==> src/rtl/pdc_pkg.sv <==
`default_nettype none
package pdc_pkg;

	// Field and register widths.
	localparam int MeasW  = 16;
	localparam int TargW  = 15;
	localparam int DtW    = 16;
	localparam int PulseW = 12;
	localparam int CfgIdxW  = 3;
	localparam int CfgDataW = 27;

	// Shared multiplier operands and product, all two's complement.
	localparam int MulAW  = 35;
	localparam int MulBW  = 28;
	localparam int ProdW  = MulAW + MulBW;

	// Configuration register indexes.
	typedef enum logic [CfgIdxW-1:0] {
		REG_KP      = 3'd0,
		REG_KI      = 3'd1,
		REG_KD      = 3'd2,
		REG_ILIM    = 3'd3,
		REG_OLIM    = 3'd4,
		REG_NEUTRAL = 3'd5
	} reg_idx_t;

endpackage
`default_nettype wire

==> src/rtl/pdc_if.sv <==
`default_nettype none
interface pdc_in_if
	import pdc_pkg::*;
	();
	logic                    valid;
	logic                    ready;
	logic signed [MeasW-1:0] measured_depth;
	logic        [TargW-1:0] target_depth;
	logic        [DtW-1:0]   elapsed_ms;
	logic                    clear_integral;

	modport source (output valid, measured_depth, target_depth, elapsed_ms, clear_integral,
		input ready);
	modport sink (input valid, measured_depth, target_depth, elapsed_ms, clear_integral,
		output ready);
endinterface

interface pdc_out_if
	import pdc_pkg::*;
	();
	logic              valid;
	logic              ready;
	logic [PulseW-1:0] servo_pulse;
	logic              saturated;

	modport source (output valid, servo_pulse, saturated, input ready);
	modport sink (input valid, servo_pulse, saturated, output ready);
endinterface
`default_nettype wire

==> src/rtl/pdc_mul.sv <==
`default_nettype none
module pdc_mul
	import pdc_pkg::*;
(
	input  wire logic                    clk,
	input  wire logic signed [MulAW-1:0] a,
	input  wire logic signed [MulBW-1:0] b,
	output logic signed [ProdW-1:0]      prod_q
);

	always_ff @(posedge clk) begin
		prod_q <= a * b;
	end

endmodule
`default_nettype wire

==> src/rtl/pid_depth_controller.sv <==
// An accepted transaction runs through nine passes of the shared multiplier (issue plus
// write-back each), a clamp of the integral and a 10-step restoring divider before its result is valid.
// A new transaction is accepted only while idle; one with zero elapsed time is accepted and
// gives no result. A finished result waits in the output register.
// Reset: asynchronous, active low; registers return to their defaults, integral and previous
// error clear to zero.
`default_nettype none
module pid_depth_controller
	import pdc_pkg::*;
(
	input  wire logic                clk,
	input  wire logic                arst_n,
	input  wire logic                cfg_we,
	input  wire logic [CfgIdxW-1:0]  cfg_index,
	input  wire logic [CfgDataW-1:0] cfg_wdata,
	pdc_in_if.sink                   cmd,
	pdc_out_if.source                result
);

	typedef enum logic [2:0] {
		S_IDLE, S_MUL, S_WB, S_CLAMP, S_DCHK, S_OVF, S_DIV, S_OUT
	} state_t;

	typedef enum logic [3:0] {
		ST_ED, ST_DTK, ST_KPE, ST_N1, ST_KIDT, ST_N2, ST_KDDE, ST_N3, ST_DEN
	} step_t;

	state_t state_q;
	step_t  step_q;

	logic [15:0] kp_q, ki_q, kd_q;
	logic [26:0] ilim_q;
	logic [8:0]  olim_q;
	logic [10:0] neutral_q;

	logic signed [16:0] err_q, prev_q;
	logic signed [17:0] de_q;
	logic signed [27:0] integ_q;
	logic signed [33:0] isum_q;
	logic [DtW-1:0]     dt_q;
	logic               clr_q;
	logic [25:0]        dtk_q;
	logic signed [MulAW-1:0] t_q;
	logic signed [ProdW-1:0] acc_q;
	logic [43:0] den_q;
	logic [61:0] nabs_q;
	logic [53:0] rem_q;
	logic [52:0] dsh_q;
	logic [9:0]  quo_q;
	logic [3:0]  cnt_q;
	logic        neg_q, big_q;

	logic              rsp_valid_q;
	logic [PulseW-1:0] pulse_q;
	logic              sat_q;

	logic signed [MulAW-1:0] mul_a;
	logic signed [MulBW-1:0] mul_b;
	logic signed [ProdW-1:0] prod_q;

	logic accept;
	logic out_load;
	logic signed [16:0] err_new;
	logic [9:0]  mag;
	logic        sat_new;
	logic [8:0]  cmag;
	logic signed [12:0] pulse_s;
	logic [53:0] rem_sub;
	logic        rem_ge;

	assign cmd.ready = (state_q == S_IDLE);
	assign accept    = cmd.valid && cmd.ready;
	assign out_load  = (state_q == S_OUT) && (!rsp_valid_q || result.ready);
	assign err_new   = $signed({2'b00, cmd.target_depth})
		- $signed({cmd.measured_depth[MeasW-1], cmd.measured_depth});

	assign result.valid       = rsp_valid_q;
	assign result.servo_pulse = pulse_q;
	assign result.saturated   = sat_q;

	// Operand selection for the shared multiplier.
	always_comb begin
		mul_a = '0;
		mul_b = '0;
		unique case (step_q)
			ST_ED: begin
				mul_a = MulAW'(err_q);
				mul_b = $signed(MulBW'(dt_q));
			end
			ST_DTK: begin
				mul_a = $signed(MulAW'(dt_q));
				mul_b = MulBW'(1000);
			end
			ST_KPE: begin
				mul_a = $signed(MulAW'(kp_q));
				mul_b = MulBW'(err_q);
			end
			ST_N1: begin
				mul_a = t_q;
				mul_b = $signed(MulBW'(dtk_q));
			end
			ST_KIDT: begin
				mul_a = $signed(MulAW'(ki_q));
				mul_b = $signed(MulBW'(dt_q));
			end
			ST_N2: begin
				mul_a = t_q;
				mul_b = integ_q;
			end
			ST_KDDE: begin
				mul_a = $signed(MulAW'(kd_q));
				mul_b = MulBW'(de_q);
			end
			ST_N3: begin
				mul_a = t_q;
				mul_b = MulBW'(1000000);
			end
			ST_DEN: begin
				mul_a = $signed(MulAW'(dt_q));
				mul_b = MulBW'(15625);
			end
			default: begin
				mul_a = '0;
				mul_b = '0;
			end
		endcase
	end

	pdc_mul u_mul (
		.clk    (clk),
		.a      (mul_a),
		.b      (mul_b),
		.prod_q (prod_q)
	);

	// Restoring division step and output shaping.
	assign rem_ge  = rem_q >= {1'b0, dsh_q};
	assign rem_sub = rem_q - {1'b0, dsh_q};

	always_comb begin
		mag     = big_q ? 10'h3FF : quo_q;
		sat_new = big_q || (mag > {1'b0, olim_q});
		cmag    = sat_new ? olim_q : mag[8:0];
		if (neg_q) begin
			pulse_s = $signed({2'b00, neutral_q}) - $signed({4'b0000, cmag});
		end else begin
			pulse_s = $signed({2'b00, neutral_q}) + $signed({4'b0000, cmag});
		end
	end

	always_ff @(posedge clk or negedge arst_n) begin
		if (!arst_n) begin
			state_q     <= S_IDLE;
			step_q      <= ST_ED;
			kp_q        <= 16'd10240;
			ki_q        <= 16'd1280;
			kd_q        <= 16'd3840;
			ilim_q      <= 27'd20000000;
			olim_q      <= 9'd400;
			neutral_q   <= 11'd1500;
			integ_q     <= '0;
			prev_q      <= '0;
			err_q       <= '0;
			de_q        <= '0;
			isum_q      <= '0;
			dt_q        <= '0;
			clr_q       <= 1'b0;
			dtk_q       <= '0;
			t_q         <= '0;
			acc_q       <= '0;
			den_q       <= '0;
			nabs_q      <= '0;
			rem_q       <= '0;
			dsh_q       <= '0;
			quo_q       <= '0;
			cnt_q       <= '0;
			neg_q       <= 1'b0;
			big_q       <= 1'b0;
			rsp_valid_q <= 1'b0;
			pulse_q     <= '0;
			sat_q       <= 1'b0;
		end else begin
			if (cfg_we) begin
				unique case (cfg_index)
					REG_KP:      kp_q      <= cfg_wdata[15:0];
					REG_KI:      ki_q      <= cfg_wdata[15:0];
					REG_KD:      kd_q      <= cfg_wdata[15:0];
					REG_ILIM:    ilim_q    <= cfg_wdata[26:0];
					REG_OLIM:    olim_q    <= cfg_wdata[8:0];
					REG_NEUTRAL: neutral_q <= cfg_wdata[10:0];
					default: ;
				endcase
			end

			rsp_valid_q <= out_load || (rsp_valid_q && !result.ready);

			unique case (state_q)
				S_IDLE: begin
					// A transaction with zero elapsed time leaves all state untouched.
					if (accept && (cmd.elapsed_ms != '0)) begin
						err_q   <= err_new;
						dt_q    <= cmd.elapsed_ms;
						clr_q   <= cmd.clear_integral;
						step_q  <= ST_ED;
						state_q <= S_MUL;
					end
				end
				S_MUL: begin
					state_q <= S_WB;
				end
				S_WB: begin
					state_q <= (step_q == ST_ED) ? S_CLAMP :
						(step_q == ST_DEN) ? S_DCHK : S_MUL;
					step_q  <= step_t'(step_q + 4'd1);
					unique case (step_q)
						ST_ED:   isum_q <= (clr_q ? 34'sd0 : 34'(integ_q))
							+ 34'($signed(prod_q[32:0]));
						ST_DTK:  dtk_q <= prod_q[25:0];
						ST_KPE:  t_q   <= prod_q[MulAW-1:0];
						ST_N1:   acc_q <= prod_q;
						ST_KIDT: t_q   <= prod_q[MulAW-1:0];
						ST_N2:   acc_q <= acc_q + prod_q;
						ST_KDDE: t_q   <= prod_q[MulAW-1:0];
						ST_N3:   acc_q <= acc_q + prod_q;
						ST_DEN:  den_q <= {prod_q[29:0], 14'd0};
						default: ;
					endcase
				end
				S_CLAMP: begin
					if (isum_q > $signed({7'd0, ilim_q})) begin
						integ_q <= $signed({1'b0, ilim_q});
					end else if (isum_q < -$signed({7'd0, ilim_q})) begin
						integ_q <= -$signed({1'b0, ilim_q});
					end else begin
						integ_q <= isum_q[27:0];
					end
					de_q    <= 18'(err_q) - 18'(prev_q);
					prev_q  <= err_q;
					state_q <= S_MUL;
				end
				S_DCHK: begin
					neg_q   <= acc_q[ProdW-1];
					nabs_q  <= acc_q[ProdW-1] ? 62'(-acc_q) : acc_q[61:0];
					dsh_q   <= {den_q, 9'd0};
					state_q <= S_OVF;
				end
				S_OVF: begin
					// A quotient of 1024 or more saturates for any output limit.
					big_q   <= nabs_q >= {8'd0, den_q, 10'd0};
					rem_q   <= nabs_q[53:0];
					quo_q   <= '0;
					cnt_q   <= 4'd9;
					state_q <= S_DIV;
				end
				S_DIV: begin
					if (rem_ge) begin
						rem_q <= rem_sub;
					end
					quo_q <= {quo_q[8:0], rem_ge};
					dsh_q <= dsh_q >> 1;
					cnt_q <= cnt_q - 4'd1;
					if (cnt_q == 4'd0) begin
						state_q <= S_OUT;
					end
				end
				S_OUT: begin
					if (out_load) begin
						sat_q   <= sat_new;
						pulse_q <= pulse_s[12] ? '0 : pulse_s[PulseW-1:0];
						state_q <= S_IDLE;
					end
				end
				default: state_q <= S_IDLE;
			endcase
		end
	end

endmodule
`default_nettype wire
==> src/flat_wrapper.sv <==
// flat-port wrapper written by rule: the top's interface ports become plain ports
module pid_depth_controller_flat import pdc_pkg::*;
  (clk, arst_n, cfg_we, cfg_index, cfg_wdata, cmd_valid, cmd_measured_depth, cmd_target_depth, cmd_elapsed_ms, cmd_clear_integral, cmd_ready, result_valid, result_servo_pulse, result_saturated, result_ready);
  pdc_in_if cmd_i ();
  pdc_out_if result_i ();
  input  wire logic clk;
  input  wire logic arst_n;
  input  wire logic cfg_we;
  input  wire logic [CfgIdxW-1:0] cfg_index;
  input  wire logic [CfgDataW-1:0] cfg_wdata;
  input wire logic [$bits(cmd_i.valid)-1:0] cmd_valid;
  input wire logic [$bits(cmd_i.measured_depth)-1:0] cmd_measured_depth;
  input wire logic [$bits(cmd_i.target_depth)-1:0] cmd_target_depth;
  input wire logic [$bits(cmd_i.elapsed_ms)-1:0] cmd_elapsed_ms;
  input wire logic [$bits(cmd_i.clear_integral)-1:0] cmd_clear_integral;
  output wire logic [$bits(cmd_i.ready)-1:0] cmd_ready;
  output wire logic [$bits(result_i.valid)-1:0] result_valid;
  output wire logic [$bits(result_i.servo_pulse)-1:0] result_servo_pulse;
  output wire logic [$bits(result_i.saturated)-1:0] result_saturated;
  input wire logic [$bits(result_i.ready)-1:0] result_ready;
  assign cmd_i.valid = cmd_valid;
  assign cmd_i.measured_depth = cmd_measured_depth;
  assign cmd_i.target_depth = cmd_target_depth;
  assign cmd_i.elapsed_ms = cmd_elapsed_ms;
  assign cmd_i.clear_integral = cmd_clear_integral;
  assign cmd_ready = cmd_i.ready;
  assign result_valid = result_i.valid;
  assign result_servo_pulse = result_i.servo_pulse;
  assign result_saturated = result_i.saturated;
  assign result_i.ready = result_ready;
  pid_depth_controller u_core (.clk(clk), .arst_n(arst_n), .cfg_we(cfg_we), .cfg_index(cfg_index), .cfg_wdata(cfg_wdata), .cmd(cmd_i), .result(result_i));
endmodule
==> config.mk <==
export PLATFORM = sky130hd
export DESIGN_NAME = pid_depth_controller_flat
export DESIGN_NICKNAME = d
export VERILOG_FILES = /design/src/rtl/pdc_pkg.sv /design/src/rtl/pdc_if.sv /design/src/rtl/pdc_mul.sv /design/src/rtl/pid_depth_controller.sv /design/src/flat_wrapper.sv
export SDC_FILE = /design/constraint.sdc
export NUM_CORES = 2
export LEC_CHECK = 0
export ABC_AREA = 1
export BUFFER_PORTS_ARGS = -buffer_cell sky130_fd_sc_hd__buf_4
export CAP_MARGIN = 0
export CORE_ASPECT_RATIO = 0.8
export CORE_UTILIZATION = 60
export DETAILED_ROUTE_END_ITERATION = 10
export MAX_ROUTING_LAYER = met4
export PLACE_DENSITY_LB_ADDON = 0.1
export SYNTH_ARGS = -nofsm -noshare
export SYNTH_HDL_FRONTEND = slang
export SYNTH_SLANG_ARGS = --single-unit
==> constraint.sdc <==
create_clock -name clk -period 8.94 [get_ports clk]
set_clock_uncertainty 0.05 [all_clocks]
set_input_delay 1.341 -clock clk [delete_from_list [all_inputs] [get_ports clk]]
set_output_delay 1.341 -clock clk [all_outputs]
set_load 0.1 [all_outputs]
# [Word level (Yosys, flattened, before mapping)]
# Cells that the tools add are included.
# Widths: inputs -> output; s select.
[classes] n_mul=1 n_reduce_logical=39 magnitude_cmp=5 add_sub_neg=12 eq_ne=24 n_mux=24
[ops] cell="$pmux 28 s8" count=1
[ops] cell="$pmux 35 s6" count=1
[ops] cell="$pmux 63 s2" count=1
[ops] cell="$pmux 54 s2" count=1
[ops] cell="$pmux 53 s2" count=1
[ops] cell="$add 63x63->63" count=1
[ops] cell="$mul 35x28->63" count=1
[ops] cell="$ge 62x54->1" count=1
[ops] cell="$mux 62" count=1
[ops] cell="$neg 62->62" count=1
[ops] cell="$mux 28" count=2
[ops] cell="$ge 54x53->1" count=1
[ops] cell="$mux 54" count=1
[ops] cell="$sub 54x53->54" count=1
[ops] cell="$add 34x33->34" count=1
[ops] cell="$gt 34x28->1" count=1
[ops] cell="$lt 34x34->1" count=1
[ops] cell="$mux 34" count=1
[ops] cell="$neg 27->34" count=1
[ops] cell="$reduce_and 2->1" count=15
[ops] cell="$neg 27->28" count=1
[ops] cell="$pmux 3 s8" count=1
[ops] cell="$pmux 10 s2" count=1
[ops] cell="$eq 3x3->1 const B" count=6
[ops] cell="32 further kinds" count=61
[word_totals] inputBits=83 reg_bits=649 output_inout_bits=15

# [Logic depth before layout (Yosys ltp)]
[depth] depth_word=7 mapped_depth=43 mapped_depth_nobuf=41

# [Cells and area by module]
# Synthesis repeated with hierarchy kept, for this count alone.
[hier_totals] hier_cells=11862 hier_area_um2=83745.3
[modules_own_cells] module="pid_depth_controller" cells_per_inst=7001 area_each_um2=45640.0 n_inst=1
[modules_own_cells] module="pdc_mul" cells_per_inst=4861 area_each_um2=38105.3 n_inst=1

# [Worst setup path before layout]
# OpenSTA, ideal clock, no wires.
[synth_path] kind="register to register" start="register u_core.step_q[0]" end="register u_core.u_mul.prod_q[58]" path_slack_ns=0.545 arrival_ns=8.233 setup_time_ns=0.112 required_ns=8.778 path_buffers=2 stages_incl_launch_ff=36 path_cell_list="dfrtp_1 inv_1 ha_1 buf_2 inv_1 nor2_2 inv_2 nand2_1 inv_2 o211ai_1 clkbuf_1 nand2_1 fa_1 inv_1 fa_1 fa_1 fa_1 inv_1 fa_1 inv_1 fa_1 inv_1 fa_1 inv_1 ha_1 ha_1 a21oi_1 inv_1 a31oi_1 o21ai_0 nand2_1 o211ai_1 nor2_1 nand2_1 nand2_1 nand2_1"
[synth_via] elab_chain_cells=4 elab_cells_between_ends=15 cone_classes="1 x mul; 8 x eq/ne; 2 x mux; 4 x reduce/logical"
[synth_lines] element="start: declaration" line_no="pid_depth_controller.sv:29" text="step_t step_q;"
[synth_lines] element="start signal: assignment" line_no="pid_depth_controller.sv:214" text="step_q <= step_t'(step_q + 4'd1);"
[synth_lines] element="$eq 4x2->1 (tied with other cells)" line_no="pid_depth_controller.sv:85" text="unique case (step_q)"
[synth_lines] element="$reduce_or 3->1 (no source line) / $reduce_or 2->1 (equally long branches)"
[synth_lines] element="$pmux 35 s6 / $pmux 28 s8 (equally long branches)" line_no="pid_depth_controller.sv:85"
[synth_lines] element="$mul 35x28->63 *" line_no="pdc_mul.sv:12" text="prod_q <= a * b;"
[synth_lines] element="end signal: assignment" line_no="pdc_mul.sv:12"
[synth_lines] element="end: declaration" line_no="pdc_mul.sv:8" text="output logic signed [ProdW-1:0] prod_q"
# Every way passes the cells marked *; elsewhere a longest branch is shown, timed or not.
# A chain may end at the register's enable or synchronous reset.

# [Worst setup path in the final report]
[layout_path] start="register u_core.step_q[0]" end="register u_core.u_mul.prod_q[56]"
# The elaborated chain is that of the path after synthesis.

==> results_dict.tcl <==
set metrics [dict create \
    status "completed" \
    worst_path_max_delay_cell "fa_2" \
    cts_tree "yes" \
    timing.critical_path.to_type "flop" \
    first_global_vias 76268 \
    postSynthAreaPerCell_um2 7.275 \
    hold_depth 2 \
    row_count 120 \
    drc 0 \
    max_cap_viol_count 0 \
    ys_async_sr_fraction 0.9029 \
    floorplan.initialDensity 0.6065 \
    route.antenna.remaining_nets 0 \
    grt_max_degree 169 \
    critical_path.top_delay_family "adder cells" \
    core_region_area_mm2 0.1342 \
    timing.critical_path.required_ns 9.48 \
    synth.yosys.warnings 0 \
    routed-via-count 78275 \
    worst-endpoint-arrival_ns 9.24 \
    worst_slew_margin_rel 0.1186 \
    worst_r2r_endpoint "u_core.u_mul.prod_q[56]$_DFF_P_" \
    grt_util_all_layers 0.4718 \
    avgViaCountPerCell 5.967 \
    final_nets 12872 \
    boundaryPins 98 \
    post_synth_num_cell_types 63 \
    finalWeightedCongestion 1.121 \
    crit_path_start_kind "flop" \
    multi_input_comb_area_mm2 0.05555 \
    fraction_of_final_layout_cells_with_drive_strength_greater_than_1 0.06090 \
    global_route_wire_length_before_repair_mm 469.4 \
    area.sequential_mm2 0.01596 \
    place.detailed.hpwl_mm 253.0 \
    syn-cell-area_mm2 0.08142 \
    worstSkewPairLatency_ns 0.69 \
    netlist.top_cell.by_area "fa_1" \
    hold_path.startpoint "u_core.nabs_q[61]$_DFFE_PN0P_" \
    hold_path_class "reg2reg" \
    finalWirelength_mm 314.9 \
    global_route.overflow_total 0 \
    htree_num_levels 3 \
    maxSlewViolCount 0 \
    synth-seq-area-share 0.1960 \
    die_height_um 331.5 \
    post_synth_main_area_contributors "fa_1 25%, dfrtp_1 17%, nand2_1 14%" \
    synth-edff-count 0 \
    timing.final.setup_violations 0 \
    min_period_over_period 0.9726 \
    worst-r2r-setup-slack_ns 0.25 \
    crit_top_cell "inv_1" \
    synth.ff_latch_count 649 \
    layout.filler_cells 11638 \
    grt_antenna_before_repair 17 \
    maxClockFrequency_mhz 115.0 \
    synth_ff_type "dfrtp_1" \
    most_repeated_cell_in_the_gate_level_netlist_after_synthesis "nand2_1" \
    post_route_cell_area_mm2 0.08825 \
    routed_wire_length_per_instance_um 24.00 \
    finalHoldViolations 0 \
    criticalPathCategory "reg2reg" \
    fp.dieArea_mm2 0.1372 \
    cp_slowest_stage_delay_ns 0.73 \
    ctsRootBufferMaster "clkbuf_16" \
    finalCriticalPeriod_ns 8.695 \
    clk_transition_reported_paths_ns 0.06 \
    worst_r2r_path_depth 37 \
    drt_pre_antenna_iters 9 \
    synth_common_cells "3,068 x nand2_1, 2,300 x inv_1, 1,012 x fa_1, 904 x nor2_1, 616 x o21ai_0" \
    max-clock-path-buffers 3 \
    placed_instance_area_mm2 0.08532 \
    chipWidth_um 413.8 \
    cts_made_buffers 72 \
    cts.sinks 649 \
    worstMarginPinSlew_ns 1.314 \
    syn-instance-count 11191 \
    yosysTopAreaCellShare 0.2488 \
    utilization 0.6574 \
    detail_route.iter0.violations 10885 \
    critical_path.max_fanout 31 \
    path_buf_inv 13 \
    place.port_buffers 97 \
    synth.net_count 12790 \
    signed_area_change_from_the_synthesized_netlist_to_the_final_layout_pct 8.391 \
    worst_r2r_start "u_core.step_q[0]$_DFFE_PN0P_" \
    hold_path_end "u_core.nabs_q[61]$_DFFE_PN0P_" \
]
-- per-layer routing --
| metal | routed length [um] | track usage |
|---|---|---|
| met5 | 0 | - |
| met4 | 12970 | 0.1590 |
| met3 | 50330 | 0.1770 |
| met2 | 123000 | 0.6074 |
| met1 | 128600 | 0.6736 |
-- worst max path at each step --
| stage | cells past startpoint | start | slack (ns) | to |
|---|---|---|---|---|
| 3_5_place_dp | 37 | u_core.step_q[1]$_DFFE_PN0P_ | -0.01 | u_core.u_mul.prod_q[56]$_DFF_P_ |
| 3_3_place_gp | 37 | u_core.step_q[0]$_DFFE_PN0P_ | 0.04 | u_core.u_mul.prod_q[56]$_DFF_P_ |
| 5_1_grt | 36 | u_core.step_q[0]$_DFFE_PN0P_ | -0.002 | u_core.u_mul.prod_q[48]$_DFF_P_ |
| 4_1_cts | 31 | u_core.step_q[0]$_DFFE_PN0P_ | 0.04 | u_core.u_mul.prod_q[59]$_DFF_P_ |
| 2_1_floorplan | 35 | u_core.step_q[0]$_DFFE_PN0P_ | 0.55 | u_core.u_mul.prod_q[58]$_DFF_P_ |
| 6_report | 37 | u_core.step_q[0]$_DFFE_PN0P_ | 0.25 | u_core.u_mul.prod_q[56]$_DFF_P_ |
-- per-stage QoR --
step / hold slack, ns / cells / worst slack, ns / setup TNS [ns]
4_1_cts: 0.4338 / 13092 / 0.03822 / 0
5_1_grt: 0.4644 / 13112 / -0.001924 / -0.002766
3_5_place_dp: 0.4150 / 12961 / -0.01005 / -0.01005
6_report: 0.4324 / 13119 / 0.2451 / 0
3_3_place_gp: 0.4118 / 12961 / 0.04161 / 0
2_1_floorplan: 0.3909 / 11191 / 0.5452 / 0
-- tightest hold or removal path, cell delays in order (launching register included) --
cell and delay [ns]:
dfrtp_1 0.35, nand2_1 0.05, nand2_1 0.05
-- placed cells by master (no fill, tap or decap), drive strengths merged, types with 15 or more instances in the layout --
| master | instances |
|---|---|
| nor2 | 911 |
| o22ai | 67 |
| clkbuf | 92 |
| buf | 362 |
| a21oi | 444 |
| a31oi | 76 |
| dfxtp | 63 |
| diode | 20 |
| nand3 | 492 |
| nor4 | 37 |
| inv | 2337 |
| xor2 | 148 |
| clkinv | 15 |
| a21o | 33 |
| nand4 | 96 |
| o211ai | 27 |
| nor3 | 82 |
| dfstp | 26 |
| fa | 1012 |
| o21ai | 618 |
| nand3b | 29 |
| o21bai | 45 |
| ha | 504 |
| dfrtp | 560 |
| xnor2 | 33 |
| nand2 | 3069 |
| or2 | 41 |
-- state kept, by name, summed over array words and instances, names as in the netlist, 9 cells and up --
register,flops
u_core.isum_q,34
u_core.dt_q,16
u_core.neutral_q,11
u_core.olim_q,9
u_core.prev_q,17
u_core.den_q,30
u_core.dsh_q,53
u_core.ilim_q,27
u_core.ki_q,16
u_core.kd_q,16
u_core.t_q,35
u_core.acc_q,63
u_core.u_mul.prod_q,63
u_core.kp_q,16
u_core.quo_q,10
u_core.de_q,18
u_core.rem_q,54
u_core.nabs_q,62
u_core.dtk_q,26
u_core.result.servo_pulse,12
u_core.integ_q,28
u_core.err_q,17
-- repair_timing --
action / in CTS / in global routing
buffers inserted: 0 / 6
gates resized for setup: 2 / 79
pin swaps: 0 / 3
hold buffers: 0 / 0
endpoints found under the setup margin: 2 / 40
endpoints found under the hold margin: 0 / 0
cloned: 0 / 1
-- cell type report --
type / count / share of cell area
clock inverters: 39 / 0.005473
multi-input cells: 7856 / 0.6295
inverters: 2331 / 0.09938
flip-flops and latches: 649 / 0.1809
repair inverters: 1 / 0.00005671
diodes: 20 / 0.0005671
repair buffers: 362 / 0.03576
clock buffers: 92 / 0.02334
well taps: 1769 / 0.02508
-- logic make-up (layout without fill, tap and decap cells) --
group,after synthesis,in the layout,synth area share
other,0,20,0
buffers and inverters,2686,2825,0.1259
XOR/XNOR,181,181,0.01947
AND/OR/NAND/NOR,4775,4775,0.2378
adder cells (fa/ha/maj),1516,1516,0.3263
flip-flops,649,649,0.1960
AO/OA/AOI/OAI,1384,1384,0.09448
Power is left out: the tool's default activity adds up to more than one toggle a clock period on the data nets, which glitch-free logic cannot reach.
